===== src/rtl/psp_pkg.sv =====
`timescale 1ns / 1ps
// ----------------------------------------------------------------------------
// psp_pkg
// Shared types and codes of the per-source policer.
// ----------------------------------------------------------------------------
package psp_pkg;

    localparam logic [1:0] STAT_EXIST = 2'd0;
    localparam logic [1:0] STAT_NEW   = 2'd1;
    localparam logic [1:0] STAT_FULL  = 2'd2;
    localparam logic [1:0] STAT_SWEEP = 2'd3;

    localparam logic [1:0] CFG_BURST = 2'd0;
    localparam logic [1:0] CFG_RATE  = 2'd1;
    localparam logic [1:0] CFG_IDLE  = 2'd2;

    localparam logic [35:0] MICRO_PER_TOKEN = 36'd1000000;
    localparam logic [19:0] MICRO_PER_TOKEN_20 = 20'd1000000;

    typedef struct packed {
        logic        sweep;
        logic [31:0] addr;
        logic [47:0] now;
    } t_cmd;

    typedef struct packed {
        logic [35:0] cap;
        logic [19:0] rate;
        logic [31:0] idle;
    } t_cfg;

endpackage


===== src/rtl/psp_front.sv =====
`timescale 1ns / 1ps
// ----------------------------------------------------------------------------
// psp_front
// Input stage: take a word, split it into a command and hand it on.
// ----------------------------------------------------------------------------
module psp_front (
    input  logic          i_clk,
    input  logic          i_rst_n,
    input  logic          s_axis_tvalid,
    output logic          s_axis_tready,
    input  logic [79:0]   s_axis_tdata,  // source_addr[31:0], now_us[79:32]
    input  logic          s_axis_tuser,  // op
    output logic          o_push_valid,
    output psp_pkg::t_cmd o_push_cmd,
    input  logic          i_push_ready
);
    logic          r_full;
    psp_pkg::t_cmd r_cmd;

    assign s_axis_tready = !r_full || i_push_ready;
    assign o_push_valid  = r_full;
    assign o_push_cmd    = r_cmd;

    always_ff @(posedge i_clk) begin
        if (!i_rst_n) begin
            r_full <= 1'b0;
        end else if (s_axis_tvalid && s_axis_tready) begin
            r_full <= 1'b1;
        end else if (i_push_ready) begin
            r_full <= 1'b0;
        end
    end

    always_ff @(posedge i_clk) begin
        if (s_axis_tvalid && s_axis_tready) begin
            r_cmd.sweep <= s_axis_tuser;
            r_cmd.addr  <= s_axis_tdata[31:0];
            r_cmd.now   <= s_axis_tdata[79:32];
        end
    end
endmodule


===== config.mk =====
export PLATFORM = sky130hd
export DESIGN_NAME = psp_front
export DESIGN_NICKNAME = d
export VERILOG_FILES = /design/src/rtl/psp_pkg.sv /design/src/rtl/psp_front.sv
export SDC_FILE = /design/constraint.sdc
export NUM_CORES = 1
export LEC_CHECK = 0
export ABC_CLOCK_PERIOD_IN_PS = 2000
export CAP_MARGIN = 20
export CORE_UTILIZATION = 35
export CTS_CLUSTER_SIZE = 40
export DETAILED_ROUTE_END_ITERATION = 8
export DONT_BUFFER_PORTS = 1
export PLACE_DENSITY = 0.46
export SKIP_LAST_GASP = 1
export SLEW_MARGIN = 10
export SYNTH_ARGS = -nofsm -noshare
export SYNTH_HDL_FRONTEND = slang
export SYNTH_SLANG_ARGS = --single-unit

===== constraint.sdc =====
create_clock -name i_clk -period 2 [get_ports i_clk]
set_clock_uncertainty 0.1 [all_clocks]
set_input_delay 0.4 -clock i_clk [delete_from_list [all_inputs] [get_ports i_clk]]
set_output_delay 0.4 -clock i_clk [all_outputs]
set_load 0.005 [all_outputs]

==> results of run 1 <==
==> placed cells by master, fill, tap and decap left out <==
cell	synthesis	routed
sky130_fd_sc_hd__a21boi_2	1	1
sky130_fd_sc_hd__and2_4	1	1
sky130_fd_sc_hd__buf_12	0	2
sky130_fd_sc_hd__bufinv_16	0	2
sky130_fd_sc_hd__clkbuf_1	0	2
sky130_fd_sc_hd__clkbuf_8	0	9
sky130_fd_sc_hd__clkinv_2	0	2
sky130_fd_sc_hd__clkinv_4	0	1
sky130_fd_sc_hd__dfxtp_1	1	1
sky130_fd_sc_hd__edfxtp_1	81	81
sky130_fd_sc_hd__inv_1	1	1
sky130_fd_sc_hd__nand2b_4	1	1
==> report_power, final <==
group	total, uW	internal, uW	switching [uW]
sequential	2060	2010	51.4
clock	1230	702	529
combinational	56.7	15.2	41.5
==> metrics by stage <==
step                std cells  power, uW  hold slack, ns  util, %  setup WS (ns)
floorplan                  86       2121          0.3989        -         0.3384
CTS                       200       3401         0.03018    41.87         0.6641
detailed placement        184       2160          0.3989    38.79         0.6369
global placement          184       2159          0.3989    38.79         0.6502
global route              200       3482         0.02672    41.87         0.6302
finish                    200       3350         0.05406    41.87         0.6900
==> state kept, by name, summed over array words and instances, names as in the netlist <==
name	flops
o_push_cmd	81
o_push_valid	1
==> worst reg2reg max path, delay by kind of cell (launching register included) <==
| family | cells | cell delay (ns) |
|---|---|---|
| DFF | 1 | 0.35 |
| buffers and inverters | 1 | 0.22 |
| and+or+nand+nor | 2 | 0.28 |
==> logic make-up after synthesis <==
| family | count (synthesis) | synth area share, % |
|---|---|---|
| AND/OR/NAND/NOR | 2 | 0.9045 |
| buffers and inverters | 1 | 0.1506 |
| AO/OA/AOI/OAI | 1 | 0.4522 |
| flip-flops | 82 | 98.49 |
==> area by class of cell <==
| type | instances | share of cell area [%] |
|---|---|---|
| inverters | 1 | 0.1312 |
| flip-flops and latches | 82 | 85.74 |
| multi-input cells | 3 | 1.181 |
| clock inverters | 5 | 2.756 |
| repair buffers | 2 | 1.400 |
| well taps | 96 | 4.199 |
| clock buffers | 11 | 4.593 |
==> worst min-delay path by stage <==
stage                      from                  endpoint  slack [ns]
3_3_place_gp   s_axis_tdata[54]  o_push_cmd[22]$_DFFE_PP_        0.40
4_1_cts        s_axis_tdata[60]  o_push_cmd[28]$_DFFE_PP_        0.03
5_1_grt        s_axis_tdata[16]  o_push_cmd[64]$_DFFE_PP_        0.03
2_1_floorplan  s_axis_tdata[32]   o_push_cmd[0]$_DFFE_PP_        0.40
3_5_place_dp   s_axis_tdata[62]  o_push_cmd[30]$_DFFE_PP_        0.40
6_report       s_axis_tdata[60]  o_push_cmd[28]$_DFFE_PP_        0.05
==> metal layers <==
metal | GRT usage, % | wire, um
met3 | 8.476 | 712
met2 | 16.81 | 1979
met4 | 7.273 | 91
met5 | 0 | 0
met1 | 8.435 | 1203
==> flow_summary.yaml, run 1 <==
run_status:
  run_status: "finished clean"
clocking:
  cts.repair.resized: 0
  hold_buffers: 0
  cts_root_buf: "sky130_fd_sc_hd__clkbuf_8"
  clk_latency_ns: 0.33
  clkTransAtPathRegs_ns: 0.08
  cts_tree: "yes"
  cts-buffers-inserted: 9
  cts_post_setup_buffers_inserted: 0
  htreeDepth: 3
  clockBufferDepth: 2
  clkSinkCount: 82
setup_path:
  timing_worst_setup_path_type: "flip-flop to output pin"
  crit_slowest_cell: "sky130_fd_sc_hd__dfxtp_1"
  crit_fanout: 3
  critical_path.cell_chain: "nand2b_4"
  worst_setup_path_endpoint: "s_axis_tready"
  worst_endpoint_data_arrival_time_ns: 0.81
  worst-path-stages: 1
  timing.rr.end: "o_push_cmd[25]$_DFFE_PP_"
  worstSetupStartpointType: "flip-flop"
  worstPathRequired_ns: 1.50
  timing.rr.start: "o_push_valid$_SDFFE_PN0P_"
  r2r_slack_ns: 0.72
  worst_r2r_path_depth: 3
  cp-startpoint: "o_push_valid$_SDFFE_PN0P_"
  timing.critical_path.to_type: "output pin"
  max_stage_delay_ns: 0.40
  worstPathBufferInverterCount: 0
  timing.critical_path.max_delay_family: "flip-flops"
logic_synthesis:
  yosysSeqAreaShare_pct: 98.49
  synthCells: 86
  synth-main-ff-cell: "sky130_fd_sc_hd__edfxtp_1"
  synth_nets: 171
  synth.avg_cell_area_um2: 28.95
  distinct_cell_type_count_after_synthesis: 6
  synth.most_common_cell: "sky130_fd_sc_hd__edfxtp_1"
  yosys.area.top_type_share_pct: 97.69
  synth_top_cells_by_area: "sky130_fd_sc_hd__edfxtp_1 (98%), sky130_fd_sc_hd__dfxtp_1 (0.80%), sky130_fd_sc_hd__nand2b_4 (0.55%), sky130_fd_sc_hd__a21boi_2 (0.45%), sky130_fd_sc_hd__and2_4 (0.35%)"
  synth_edf_count: 81
  ys.warnings.count: 0
  yosysTopAreaCell: "sky130_fd_sc_hd__edfxtp_1"
  synth.ff_latch_count: 82
  synthesis.area_um2: 2490
  asyncSetResetFlopFracSynth_pct: 0
sta:
  grt_setup_unrepaired: "false"
  timing_worst_slew_pin_value_ns: 0.2160
  timing.final.crit_period_ns: 1.310
  setup-tns-final_ns: 0
  final-hold-violation-count: 0
  total_of_endpoints_with_negative_setup_slack_in_the_final_report: 0
  clock.fmax_mhz: 763.3
  final_min_period_over_clock_period_pct: 65.50
  slew_headroom_pct: 85.60
  report.final.slew_viol_count: 0
floorplanning:
  fp-row-count: 30
  core_area_um2: 6832
  die_height_um: 86.35
  die_width_um: 86.35
  ioPinCount: 168
  floorplan.die_area_um2: 7455
  initial_core_util_pct: 36.45
finish:
  fraction_of_final_layout_cells_with_drive_strength_greater_than_1_pct: 18.27
  final_nets: 184
  finalInstanceArea_um2: 2860
  layout.area.seq_um2: 2452
  synthToLayoutAreaGrowth_pct: 14.87
  number_of_antenna_repair_diodes: 0
  fill_cells: 607
  area_taken_by_multi_input_logic_gates_um2: 33.78
placement:
  place_congestion: 0.6672
  place_area_um2: 2650
  numPortBuffers: 0
power:
  power_density_of_the_placed_cells_nw_per_um2: 1171
  vdd_ir_drop_max_mv: 0.4295
  power_leakage_uw: 0.0009384
global_routing:
  grt_max_degree: 42
  grt.overflow.total: 0
  antenna_found_initial: 0
  grt_pass1_wl_um: 5340
  first_global_vias: 954
  grt_usage_pct: 10.45
routing:
  routed_wire_length_per_instance_um: 19.93
  finalWirelength_um: 3985
  detail_route.first_pass.iterations: 3
  antenna_violating_nets_post_route: 0
  drtIter0Drc: 69
  routed_via_density: 4.480
  dr_total_vias: 896
  detail_route.drc_violations: 0
worst_hold_path:
  worstHoldPathType: "primary input to flip-flop"
  worstHoldPathCells: 0
run:
  cap_violations: 0
Note: power is estimated with default switching activity, not from simulation.
==> run 2, diff against run 1 <==
ABC_AREA = 1   (was not set)
ABC_CLOCK_PERIOD_IN_PS = 1200   (was 2000)
PLACE_DENSITY = 0.48   (was 0.46)
clock period = 1.2 ns   (was 2 ns; I/O delays follow)
==> flow_summary.yaml, run 2 <==
setup_path:
  critical_path_most_common_cell: "sky130_fd_sc_hd__buf_12"
  worst-path-stages: 3
  worstPathBufferInverterCount: 2
  worst_endpoint_data_arrival_time_ns: 1.17
  timing.critical_path.to_type: "flip-flop"
  crit_fanout: 19
  crit_slowest_cell: "sky130_fd_sc_hd__dfxtp_2"
  timing_worst_setup_path_type: "flip-flop to flip-flop"
  critical_path.cell_chain: "a21oi_4 > buf_12 > buf_12"
  worst_r2r_path_depth: 3
  max_stage_delay_ns: 0.34
  timing.critical_path.max_delay_family: "flip-flops"
  worstSetupStartpointType: "flip-flop"
  worstPathRequired_ns: 1.14
finish:
  fraction_of_final_layout_cells_with_drive_strength_greater_than_1_pct: 13.54
  mostFrequentLayoutCell: "sky130_fd_sc_hd__dlygate4sd3_1"
  finalInstanceArea_um2: 3796
  layout.core_utilization_pct: 55.57
  flip_flop_count_of_the_largest_register_after_layout: 81
  final_nets: 272
  number_of_antenna_repair_diodes: 0
  most-common-layout-cells: "sky130_fd_sc_hd__dlygate4sd3_1 (82), sky130_fd_sc_hd__edfxtp_1 (81), sky130_fd_sc_hd__clkbuf_8 (9), sky130_fd_sc_hd__bufinv_16 (3), sky130_fd_sc_hd__buf_12 (3)"
  synthToLayoutAreaGrowth_pct: 52.85
  final_cells: 288
sta:
  report.final.slew_viol_count: 0
  clock.fmax_mhz: 813.2
  slew_headroom_pct: 85.40
  fin_ws_ns: -0.02976
  total_of_endpoints_with_negative_setup_slack_in_the_final_report: 70
  final_min_period_over_clock_period_pct: 102.5
  fin_hold_ws_ns: -0.007930
  timing.final.crit_period_ns: 1.230
  grt_setup_unrepaired: "true"
  timing_worst_slew_pin_value_ns: 0.2190
  final-hold-violation-count: 1
power:
  vdd_ir_drop_max_mv: 0.7378
  power_leakage_uw: 0.001333
  pwr-share-clk_pct: 38.0
  netSwitchingPower_uw: 1151
  power_report.internal_total_uw: 4967
  seq_power_share_pct: 56.2
  comb_power_share_pct: 5.8
  power_density_of_the_placed_cells_nw_per_um2: 1612
  netSwitchingFraction_pct: 18.81
logic_synthesis:
  yosys.area.top_type_share_pct: 97.93
  synth_top_cells_by_area: "sky130_fd_sc_hd__edfxtp_1 (98%), sky130_fd_sc_hd__dfxtp_1 (0.81%), sky130_fd_sc_hd__a21oi_2 (0.35%), sky130_fd_sc_hd__inv_1 (0.30%), sky130_fd_sc_hd__nand2_2 (0.25%)"
  distinct_cell_type_count_after_synthesis: 7
  synth_edf_count: 81
  asyncSetResetFlopFracSynth_pct: 0
  yosysTopAreaCell: "sky130_fd_sc_hd__edfxtp_1"
  ys.warnings.count: 0
  synth_nets: 173
  synth-main-ff-cell: "sky130_fd_sc_hd__edfxtp_1"
  synth.avg_cell_area_um2: 28.22
  synth.ff_latch_count: 82
  ys_top_cells_by_count: "sky130_fd_sc_hd__edfxtp_1 (81), sky130_fd_sc_hd__inv_1 (2)"
  synthCells: 88
  synth.most_common_cell: "sky130_fd_sc_hd__edfxtp_1"
  synthesis.area_um2: 2484
  yosysSeqAreaShare_pct: 98.74
routing:
  detail_route.first_pass.iterations: 4
  dr_total_vias: 1246
  antenna_violating_nets_post_route: 0
  routed_via_density: 4.326
  detail_route.drc_violations: 0
  drtIter0Drc: 64
  routed_wire_length_per_instance_um: 17.42
  finalWirelength_um: 5016
worst_hold_path:
  worstHoldPathType: "primary input to flip-flop"
  worstHoldPathCells: 3
clocking:
  clk_latency_ns: 0.33
  hold_buffers: 82
  cts-buffers-inserted: 9
  htreeDepth: 3
  clkTransAtPathRegs_ns: 0.08
  cts_tree: "yes"
  clkSinkCount: 82
  cts_root_buf: "sky130_fd_sc_hd__clkbuf_8"
  clockBufferDepth: 2
placement:
  pre_cts_ws_ns: -0.009392
  numPortBuffers: 0
  place_congestion: 0.5699
  hpwlAfterDp_um: 2831
  place_area_um2: 2664
  placed_cells_incl_taps: 187
floorplanning:
  die_width_um: 86.24
  initial_core_util_pct: 36.36
  ioPinCount: 168
  die_height_um: 86.24
  floorplan.die_area_um2: 7437
  core_area_um2: 6832
  fp-row-count: 30
global_routing:
  grt_max_degree: 44
  grt_usage_pct: 13.09
  first_global_vias: 1288
  antenna_found_initial: 0
  grt.overflow.total: 0
  grt_pass1_wl_um: 6913
run_status:
  failed_checks: "hold timing, setup timing"
  run_status: "finished with violations"
run:
  cap_violations: 0
run 2: changes by cell type after synthesis:
cell,change
sky130_fd_sc_hd__and2_4,-1
sky130_fd_sc_hd__a21boi_2,-1
sky130_fd_sc_hd__nand2b_4,-1
sky130_fd_sc_hd__inv_1,+1
sky130_fd_sc_hd__nand2_2,+1
sky130_fd_sc_hd__a21oi_1,+1
sky130_fd_sc_hd__inv_2,+1
sky130_fd_sc_hd__a21oi_2,+1
run 2: path summary, 6_finish.rpt:
| kind | from | to | slack (ns) |
|---|---|---|---|
| worst min-delay path | i_push_ready | o_push_valid$_SDFFE_PN0P_ | -0.008 |
| worst max-delay path | o_push_valid$_SDFFE_PN0P_ | o_push_cmd[49]$_DFFE_PP_ | -0.03 |
| worst max register to register | o_push_valid$_SDFFE_PN0P_ | o_push_cmd[49]$_DFFE_PP_ | -0.03 |
| worst min register to register | o_push_valid$_SDFFE_PN0P_ | o_push_valid$_SDFFE_PN0P_ | 0.49 |
run 2: timing repair:
item | CTS | global route
gates resized for setup | 2 | 1
endpoints found under the hold margin | 82 | 1
pin swaps | 0 | 1
endpoints found under the setup margin | 51 | 82
cloned | 0 | 2
setup buffers | 0 | 1
run 2: routing by layer:
layer	part of all wire [%]	vias up	global-route usage, %	wire length [um]
met5	0	-	0	0
met1	35	594	12.70	1734
li1	-	546	-	-
met3	9.7	5	6.762	485
met2	55	101	23.74	2745
met4	0.98	0	4.545	49
run 2: area by class of cell:
cell class                 instances  area (um^2)
fill                             544         3035
clock inverter                     6        115.1
clock buffer                      10        127.6
inverter                           3        11.26
timing repair buffer              88        932.1
multi-input combinational          3        36.28
sequential                        82         2454
tap                               96        120.1
run 2: worst reg2reg max path: stages (launching register included):
cell and delay [ns]:
sky130_fd_sc_hd__dfxtp_2 0.34, sky130_fd_sc_hd__a21oi_4 0.19, sky130_fd_sc_hd__buf_12 0.15, sky130_fd_sc_hd__buf_12 0.16
run 2: per-stage QoR:
stage / hold slack (ns) / TNS [ns] / total power [uW]
4_1_cts: -0.03926 / -0.9556 / 6145
5_1_grt: -0.01896 / -3.450 / 6363
2_1_floorplan: 0.2389 / -84.00 / 3542
6_report: -0.007930 / -0.9407 / 6118
3_3_place_gp: 0.2389 / 0 / 3604
3_5_place_dp: 0.2389 / -0.2699 / 3606
run 2: kinds of logic (layout without fill, tap and decap cells):
group	count (synthesis)	in the layout	share of synthesized area (%)
DFF	82	82	98.74
buffers and inverters	3	107	0.4534
AOI/OAI and AO/OA	2	2	0.5540
and+or+nand+nor	1	1	0.2521
run 2: power by group through the flow:
| stage | logic [uW] | clock network (uW) | registers (uW) |
|---|---|---|---|
| after floorplan | 59.7 | 0 | 3480 |
| after global routing | 384 | 2520 | 3460 |
| after CTS | 320 | 2390 | 3440 |
| final | 353 | 2330 | 3440 |
| after global placement | 98.1 | 0 | 3510 |
| after detailed placement | 102 | 0 | 3500 |
