$ cat src/rtl/psp_pkg.sv
`timescale 1ns / 1ps
// ----------------------------------------------------------------------------
// psp_pkg
// Shared types and codes of the per-source policer.
// ----------------------------------------------------------------------------
package psp_pkg;

    localparam logic [1:0] STAT_EXIST = 2'd0;
    localparam logic [1:0] STAT_NEW   = 2'd1;
    localparam logic [1:0] STAT_FULL  = 2'd2;
    localparam logic [1:0] STAT_SWEEP = 2'd3;

    localparam logic [1:0] CFG_BURST = 2'd0;
    localparam logic [1:0] CFG_RATE  = 2'd1;
    localparam logic [1:0] CFG_IDLE  = 2'd2;

    localparam logic [35:0] MICRO_PER_TOKEN = 36'd1000000;
    localparam logic [19:0] MICRO_PER_TOKEN_20 = 20'd1000000;

    typedef struct packed {
        logic        sweep;
        logic [31:0] addr;
        logic [47:0] now;
    } t_cmd;

    typedef struct packed {
        logic [35:0] cap;
        logic [19:0] rate;
        logic [31:0] idle;
    } t_cfg;

endpackage

$ cat src/rtl/psp_queue.sv
`timescale 1ns / 1ps
// ----------------------------------------------------------------------------
// psp_queue
// Two-entry command queue between the front and back ends.
// ----------------------------------------------------------------------------
module psp_queue (
    input  logic          i_clk,
    input  logic          i_rst_n,
    input  logic          i_push,
    input  psp_pkg::t_cmd i_cmd,
    output logic          o_ready,
    output logic          o_valid,
    output psp_pkg::t_cmd o_cmd,
    input  logic          i_pop
);
    psp_pkg::t_cmd r_q [2];
    logic          r_wp, r_rp;
    logic [1:0]    r_cnt;
    logic          w_wr, w_rd;

    assign o_ready = (r_cnt != 2'd2);
    assign o_valid = (r_cnt != 2'd0);
    assign o_cmd   = r_q[r_rp];
    assign w_wr    = i_push && o_ready;
    assign w_rd    = i_pop && o_valid;

    always_ff @(posedge i_clk) begin
        if (!i_rst_n) begin
            r_wp  <= 1'b0;
            r_rp  <= 1'b0;
            r_cnt <= 2'd0;
        end else begin
            if (w_wr) r_wp <= !r_wp;
            if (w_rd) r_rp <= !r_rp;
            r_cnt <= r_cnt + {1'b0, w_wr} - {1'b0, w_rd};
        end
    end

    always_ff @(posedge i_clk) begin
        if (w_wr) r_q[r_wp] <= i_cmd;
    end
endmodule

$ cat config.mk
export PLATFORM = sky130hd
export DESIGN_NAME = psp_queue
export DESIGN_NICKNAME = d
export VERILOG_FILES = /design/src/rtl/psp_pkg.sv /design/src/rtl/psp_queue.sv
export SDC_FILE = /design/constraint.sdc
export NUM_CORES = 1
export LEC_CHECK = 0
export BUFFER_PORTS_ARGS = -buffer_cell sky130_fd_sc_hd__buf_2
export CAP_MARGIN = 20
export CORE_UTILIZATION = 50
export CTS_BUF_LIST = sky130_fd_sc_hd__clkbuf_8
export CTS_CLUSTER_DIAMETER = 50
export DETAILED_ROUTE_END_ITERATION = 10
export GPL_ROUTABILITY_DRIVEN = 0
export PLACE_DENSITY = 0.75
export SLEW_MARGIN = 20
export SYNTH_ARGS = -nofsm -noshare
export SYNTH_HDL_FRONTEND = slang
export SYNTH_SLANG_ARGS = --single-unit
$ cat constraint.sdc
create_clock -name i_clk -period 5.43 [get_ports i_clk]
set_input_delay 0.2715 -clock i_clk [delete_from_list [all_inputs] [get_ports i_clk]]
set_output_delay 0.2715 -clock i_clk [all_outputs]
set_load 0.01 [all_outputs]
==> flow_summary.json, run 1 <==
{
  "min-delay-start": "i_cmd[6]",
  "layout_setup_ws_ns": 3.094,
  "seq_power_share_pct": 52.8,
  "grt_max_degree": 82,
  "clkLatencyLatePin_ns": 0.44,
  "final_antenna_net_count": 0,
  "ys_types": 26,
  "ctsResizeCount": 0,
  "die_y_um": 112.6,
  "final_layout_size_suffix_gt1_share_pct": 40.38,
  "total_power_uw": 3084,
  "synth_top_family_by_area": "multiplexers",
  "yosysTopAreaCellShare_pct": 79.59,
  "ir_drop_mv": 0.2045,
  "layout.nets": 598,
  "critPathLaunchType": "register",
  "crit_fanout": 41,
  "crit_arrival_ns": 2.06,
  "vias": 3308,
  "sw_frac_of_total_pct": 25.50,
  "multi_input_area_sq_mm": 0.001080,
  "post-dp-hpwl_um": 6112,
  "switching_power_uw": 786.4,
  "antenna_found_initial": 0,
  "wl_met2_um": 5471,
  "yosysWarnings": 0,
  "core_area_sq_mm": 0.01196,
  "regArea_sq_mm": 0.004969,
  "pre_cts_ws_ns": 3.154,
  "internal_power_uw": 2298,
  "final_cells": 672,
  "ioPinCount": 168,
  "syn_to_final_growth_pct": 31.07,
  "synth_compound_area_share_pct": 0.7165,
  "clk_pin_slew_ns": 0.08,
  "yosys.area_share.simple_pct": 1.597,
  "rows": 40,
  "antenna_cells": 0,
  "tightest_slew_ns": 0.7444,
  "dr.max_layer_used": "met4",
  "drc": 0,
  "syn_area_per_cell_sq_um": 21.67,
  "whs_ns": 0.02621,
  "synth_nets": 368,
  "drt-met1-wl_um": 4455,
  "hp-class": "input pin to register",
  "routed-wl-met3_um": 659,
  "ys_ff_latch": 167,
  "synth.area.top_cells": "edfxtp_1, mux2_1, mux2_2",
  "finalSetupViolations": 0,
  "numPortBuffers": 167,
  "r2r_start": "r_cnt[0]",
  "synth_xor_xnor_area_share_pct": 0.1433,
  "wl_per_cell_um": 16.16,
  "slew_headroom_pct": 50.38,
  "first_pass_iters": 4,
  "track_usage_pct": 17.77,
  "status": "complete, no violations",
  "final_cell_mix": "buf_2, edfxtp_1, mux2_1",
  "rsz0062_at_grt": "false",
  "p_comb_share_pct": 19.7,
  "clock-sinks": 167,
  "syn-cell-area_sq_mm": 0.006112,
  "finalClockSkew_ns": 0.01013,
  "via_per_inst": 4.923,
  "grt_pass1_wl_um": 16550,
  "start_util_pct": 51.10,
  "end_kind": "output pin",
  "cts_setup_buffers": 0,
  "power_frac_clock_pct": 27.4,
  "htreeDepth": 4,
  "cap_viol_max_count": 0,
  "synth_area_leader_cell": "edfxtp_1",
  "fill_cells": 820,
  "power.density_mw_per_mm2": 385.0,
  "dpl.cell_count": 588,
  "synth_seq_area_share_pct": 81.23,
  "die_x_um": 112.6,
  "routed_wl_um": 10860,
  "period_minus_slack_ns": 2.336,
  "synth_adder_area_share_pct": 0.2047,
  "crit_type": "register to output pin",
  "layout_commonest_cell": "buf_2",
  "maxSlewViolCount": 0,
  "cts_tree": "yes",
  "numCtsBuffers": 17,
  "netlist_instances": 282,
  "die_area_sq_mm": 0.01267,
  "synth_mux_area_share_pct": 14.92,
  "grt_pass1_vias": 3441,
  "p_leak_uw": 0.003033,
  "drtIter0Drc": 166,
  "fmax_mhz": 428.0,
  "required_ns": 5.16,
  "clock_path_buffers": 2,
  "setup_tns_ns": 0,
  "period_share_pct": 43.03,
  "final_hold_viol_count": 0,
  "root_buffer": "clkbuf_8",
  "gr-total-overflow": 0
}
cell families (layout without fill, tap and decap cells):
logic type	count (synthesis)	after routing
compound gates	6	6
xor+xnor	1	1
fa+ha+maj	1	1
buf+inv	11	254
flops	167	167
mux	81	81
simple gates	15	15
through the flow:
step | utilization, % | cell area [sq um]
floorplan | - | 6112
global placement | 59.23 | 7084
detailed placement | 59.23 | 7084
CTS | 66.33 | 7934
global route | 66.98 | 8011
finish | 66.98 | 8011
repair_timing:
item	4_1_cts	5_1_grt
endpoints found under the setup margin	0	0
hold buffers	47	3
endpoints found under the hold margin	88	5
final cells by class:
type	instances	area share [%]
multi-input cells	104	13.48
clock inverters	15	1.812
well taps	147	2.296
flip-flops and latches	167	62.02
repair buffers	220	17.37
clock buffers	17	2.921
inverters	2	0.1093
power groups by stage:
| stage | Clock, uW | Combinational, uW | Sequential (uW) |
|---|---|---|---|
| after floorplan | 0 | 385 | 1620 |
| after global placement | 0 | 532 | 1690 |
| after detailed placement | 0 | 539 | 1690 |
| after CTS | 864 | 569 | 1670 |
| after global routing | 908 | 659 | 1640 |
| final | 846 | 609 | 1630 |
metal layers:
metal	vias up	global-route usage, %
li1	1575	-
met1	1594	19.73
met2	115	30.33
met3	24	5.994
met4	0	9.422
met5	-	0
cell usage after synthesis:
cell type	n
buf_2	1
buf_4	8
mux2_2	11
o21ba_2	1
or2_2	1
o31a_1	1
a21bo_1	1
xor2_1	1
and2_1	1
and3_1	2
a21oi_1	1
ha_1	1
nor2b_1	1
nor3_2	1
o21ai_1	1
dfxtp_1	5
edfxtp_1	162
o21ai_0	1
nor4_1	1
mux2_1	70
nor4bb_2	1
inv_1	2
nand3_1	1
nand2b_1	1
nand3b_1	1
nor2_1	4
state kept, by name (all words and copies together), names as in the netlist, named ones only:
signal	cells
r_cnt	2
r_q	162
r_rp	1
r_wp	1
final timing paths:
kind | endpoint | slack, ns | cells after the start
hold / removal | r_q[1][6] | 0.03 | 1
setup / recovery | o_cmd[60] | 3.09 | 3
setup reg to reg | r_q[0][76] | 3.19 | 4
hold reg to reg | register | 0.51 | 2
worst max-delay path: stages, from the launching register on:
cell and delay, ns:
dfxtp_4 0.74, buf_12 0.32, mux2_1 0.39, buf_2 0.16
(Power assumes the default switching activity.)
==> run 2: changes to the inputs <==
==> constraint.sdc (replaced) <==
create_clock -name i_clk -period 2.25 [get_ports i_clk]
set_input_delay 0.1125 -clock i_clk [delete_from_list [all_inputs] [get_ports i_clk]]
set_output_delay 0.1125 -clock i_clk [all_outputs]
set_load 0.01 [all_outputs]
==> flow_summary.json, run 2 (synthesized netlist as in run 1, its figures left out) <==
{
  "status": "complete, no violations",
  "ir_drop_mv": 0.6366,
  "period_share_pct": 91.67,
  "whs_ns": 0.05963,
  "drtIter0Drc": 209,
  "cts_setup_buffers": 0,
  "tightest_slew_ns": 0.5369,
  "power.density_mw_per_mm2": 950.7,
  "grt_pass1_vias": 3744,
  "final_cells": 709,
  "drc": 0,
  "dpl.cell_count": 595,
  "htreeDepth": 4,
  "crit_type": "register to output pin",
  "regMostFlops": "r_q",
  "die_area_sq_mm": 0.01267,
  "required_ns": 2.14,
  "die_y_um": 112.6,
  "post-dp-hpwl_um": 7019,
  "numCtsBuffers": 17,
  "slew_headroom_pct": 64.21,
  "finalSetupViolations": 0,
  "hold_path_end": "r_rp",
  "setup_tns_ns": 0,
  "critPathLaunchType": "register",
  "ff2ff_setup_slack_ns": 0.58,
  "final_cell_mix": "buf_2, edfxtp_1, dlygate4sd3_1",
  "layout_commonest_cell": "buf_2",
  "fmax_mhz": 484.8,
  "sw_frac_of_total_pct": 24.64,
  "clkLatencyLatePin_ns": 0.46,
  "vias": 3524,
  "clk_pin_slew_ns": 0.08,
  "switching_power_uw": 1996,
  "antenna_found_initial": 0,
  "largestRegisters": "r_q (162), r_cnt (2)",
  "whs_path_depth": 4,
  "cap_viol_max_count": 0,
  "rsz0062_at_grt": "false",
  "first_pass_iters": 4,
  "maxSlewViolCount": 0,
  "crit_arrival_ns": 1.95,
  "wl_per_cell_um": 17.06,
  "p_leak_uw": 0.003252,
  "ioPinCount": 168,
  "min-delay-start": "i_pop",
  "crit_fanout": 35,
  "end_kind": "output pin",
  "final_hold_viol_count": 0,
  "antenna_cells": 0,
  "internal_power_uw": 6107,
  "grt_max_degree": 56,
  "ctsHoldBuffers": 82,
  "worstReg2RegEnd": "r_q[1][47]",
  "place_area_sq_mm": 0.007211,
  "reg2regPathDepth": 3,
  "rows": 40,
  "die_x_um": 112.6,
  "core_area_sq_mm": 0.01196,
  "r2r_start": "r_cnt[0]",
  "final_layout_size_suffix_gt1_share_pct": 39.86,
  "final_antenna_net_count": 0,
  "finalClockSkew_ns": 0.01170,
  "routed_wl_um": 12100,
  "via_per_inst": 4.970,
  "largest_reg_flops": 162,
  "clock-sinks": 167,
  "numPortBuffers": 167,
  "grt_pass1_wl_um": 18500,
  "syn_to_final_growth_pct": 39.45,
  "clock_path_buffers": 2,
  "root_buffer": "clkbuf_8",
  "gr-total-overflow": 0,
  "start_util_pct": 51.10,
  "ctsResizeCount": 0,
  "total_power_uw": 8103,
  "period_minus_slack_ns": 2.063,
  "power_frac_clock_pct": 31.6,
  "layout.nets": 635,
  "seq_power_share_pct": 48.6,
  "track_usage_pct": 20.06,
  "hp-class": "input pin to register",
  "cts_tree": "yes",
  "design_area_sq_mm": 0.008523,
  "p_comb_share_pct": 19.9
}
## run 2: changes by cell type in the layout (fill, tap and decap cells not counted), moves of 2 or more
cell           previous run  this run
buf_12                    1         5
clkinv_1                  5         2
bufinv_16                 3         7
dlygate4sd3_1            50        82
buf_4                     1         3
inv_1                     4         2
clkinv_4                  0         3
## run 2: cell type report
class / count / area (sq um)
sequential: 167 / 4970
fill: 722 / 3438
timing repair buffer: 257 / 1779
multi-input combinational: 104 / 1087
clock inverter: 15 / 257.7
clock buffer: 17 / 234.0
tap: 147 / 183.9
inverter: 2 / 11.26
## run 2: worst max path at each step
stage	startpoint	endpoint	slack, ns	depth (start not counted)
after floorplan	r_cnt[0]	r_q[0][0]	0.02	3
after global placement	r_cnt[0]	r_q[1][36]	0.66	3
after detailed placement	r_cnt[0]	r_q[1][45]	0.61	3
after CTS	register	o_cmd[80]	0.13	3
after global routing	register	o_cmd[24]	0.09	3
final	register	o_cmd[23]	0.19	3
## run 2: per-layer routing
layer	global-route usage, %	share of wire, %
met3	6.048	5.3
met1	20.53	38
met5	0	0
met4	11.47	3.1
met2	36.30	54
## run 2: per-stage QoR
| step | setup slack (ns) | utilization (%) |
|---|---|---|
| final | 0.1874 | 71.26 |
| after global placement | 0.6614 | 60.28 |
| after CTS | 0.1329 | 71.26 |
| after floorplan | 0.01640 | - |
| after detailed placement | 0.6057 | 60.28 |
| after global routing | 0.08553 | 71.26 |
## run 2: power groups by stage
| stage | sequential [uW] | clock [uW] | combinational, uW |
|---|---|---|---|
| after floorplan | 3900 | 0 | 938 |
| after global placement | 3980 | 0 | 1460 |
| after detailed placement | 4010 | 0 | 1490 |
| after CTS | 3940 | 2600 | 1610 |
| after global routing | 3970 | 2720 | 1730 |
| final | 3940 | 2560 | 1610 |
## run 2: critical path: stages (launching register included)
cell and delay [ns]:
dfxtp_4 0.71, buf_4 0.28, mux2_1 0.36, buf_2 0.15
==> run 3: changes to the inputs <==
==> constraint.sdc (replaced) <==
create_clock -name i_clk -period 2.25 [get_ports i_clk]
set_input_delay 0.1125 -clock i_clk [delete_from_list [all_inputs] [get_ports i_clk]]
set_output_delay 0.1125 -clock i_clk [all_outputs]
set_load 0.1 [all_outputs]
==> flow_summary.json, run 3 (synthesized netlist as in run 1, its figures left out) <==
{
  "status": "complete, no violations",
  "gr-total-overflow": 0,
  "die_area_sq_mm": 0.01267,
  "core_area_sq_mm": 0.01196,
  "clkLatencyLatePin_ns": 0.44,
  "internal_power_uw": 5282,
  "clock-sinks": 167,
  "layout.nets": 633,
  "cts_tree": "yes",
  "grt_pass1_wl_um": 17550,
  "largest_reg_flops": 162,
  "clk_pin_slew_ns": 0.07,
  "pre_cts_ws_ns": 0.4779,
  "period_share_pct": 90.01,
  "fmax_mhz": 493.8,
  "critPathLaunchType": "register",
  "cap_viol_max_count": 0,
  "grt_pass1_vias": 3688,
  "use_met3_pct": 6.425,
  "routed_wl_um": 11390,
  "p_leak_uw": 0.003148,
  "post-dp-hpwl_um": 6647,
  "slew_headroom_pct": 65.22,
  "crit_arrival_ns": 1.91,
  "start_util_pct": 51.10,
  "final_hold_viol_count": 0,
  "ir_drop_mv": 0.6906,
  "root_buffer": "clkbuf_8",
  "finalSetupViolations": 0,
  "finalClockSkew_ns": 0.005649,
  "crit_type": "register to output pin",
  "die_y_um": 112.6,
  "power_frac_clock_pct": 17.5,
  "period_minus_slack_ns": 2.025,
  "switching_power_uw": 4443,
  "regMostFlops": "r_q",
  "sw_frac_of_total_pct": 45.69,
  "ioPinCount": 168,
  "vias": 3460,
  "grt_use_met2_pct": 33.00,
  "numPortBuffers": 167,
  "met1_usage_pct": 20.46,
  "final_cell_mix": "buf_2, edfxtp_1, dlygate4sd3_1",
  "end_kind": "output pin",
  "rows": 40,
  "final_layout_size_suffix_gt1_share_pct": 39.18,
  "first_pass_iters": 6,
  "rsz0062_at_grt": "false",
  "layout_commonest_cell": "buf_2",
  "layout_setup_ws_ns": 0.2247,
  "antenna_found_initial": 1,
  "grt_max_degree": 55,
  "numCtsBuffers": 17,
  "seq_power_share_pct": 40.0,
  "final_cells": 707,
  "drc": 0,
  "crit_fanout": 35,
  "required_ns": 2.14,
  "htreeDepth": 4,
  "largestRegisters": "r_q (162), r_cnt (2)",
  "track_usage_pct": 18.73,
  "via_per_inst": 4.894,
  "hp-class": "input pin to register",
  "total_power_uw": 9726,
  "grt_busiest_layer": "met2",
  "final_antenna_net_count": 0,
  "dpl.cell_count": 593,
  "p_comb_share_pct": 42.5,
  "maxSlewViolCount": 0,
  "tightest_slew_ns": 0.5207,
  "die_x_um": 112.6,
  "syn_to_final_growth_pct": 36.19,
  "power.density_mw_per_mm2": 1168,
  "drtIter0Drc": 164,
  "clock_path_buffers": 2,
  "wl_per_cell_um": 16.11
}
[run 3: stage by stage]
stage | hold WS (ns) | setup TNS (ns) | utilization [%] | area, sq um
after floorplan | 0.2114 | -15.41 | - | 6127
after global routing | 0.08570 | 0 | 69.59 | 8324
after detailed placement | 0.3032 | 0 | 60.17 | 7197
after CTS | 0.04515 | 0 | 69.57 | 8322
after global placement | 0.3009 | 0 | 60.17 | 7197
final | 0.08224 | 0 | 69.59 | 8324
[run 3: final cells by class]
class,count,area (sq um)
Timing Repair Buffer,255,1764
Fill cell,766,3637
Antenna cell,1,2.502
Clock inverter,14,70.07
Clock buffer,17,234.0
Sequential cell,167,4971
Tap cell,147,183.9
Multi-Input combinational cell,104,1087
Inverter,2,11.26
[run 3: final timing paths]
path            start          to  slack (ns)  depth (start not counted)
max          register   o_cmd[31]        0.22                          3
min            i_push        r_wp        0.08                          3
max reg2reg  r_cnt[0]  r_q[0][47]        0.43                          4
min reg2reg      r_rp    register        0.51                          2
[run 3: worst max-delay path, cell delays in order, from the launching register on]
cell	delay (ns)
dfxtp_4	0.52
buf_12	0.26
mux2_2	0.37
buf_2	0.30
[run 3: routing by layer]
layer / wire length (um) / share of wire, % / up-vias
li1: - / - / 1644
met1: 4595 / 40 / 1675
met2: 5859 / 51 / 122
met3: 724 / 6.4 / 19
met4: 213 / 1.9 / 0
met5: 0 / 0 / -
[run 3: timing repair]
| action | CTS | global route |
|---|---|---|
| buffers inserted | 0 | 0 |
| endpoints found under the hold margin | 167 | 0 |
| resized for setup | 0 | 0 |
| hold buffers | 82 | 0 |
[run 3: power by group through the flow]
stage,logic (uW),registers (uW),clock network [uW]
finish,4130,3890,1700
detailed placement,4020,3960,0
CTS,4150,3890,1760
global placement,4010,3940,0
floorplan,3510,3910,0
global route,4260,3920,1850
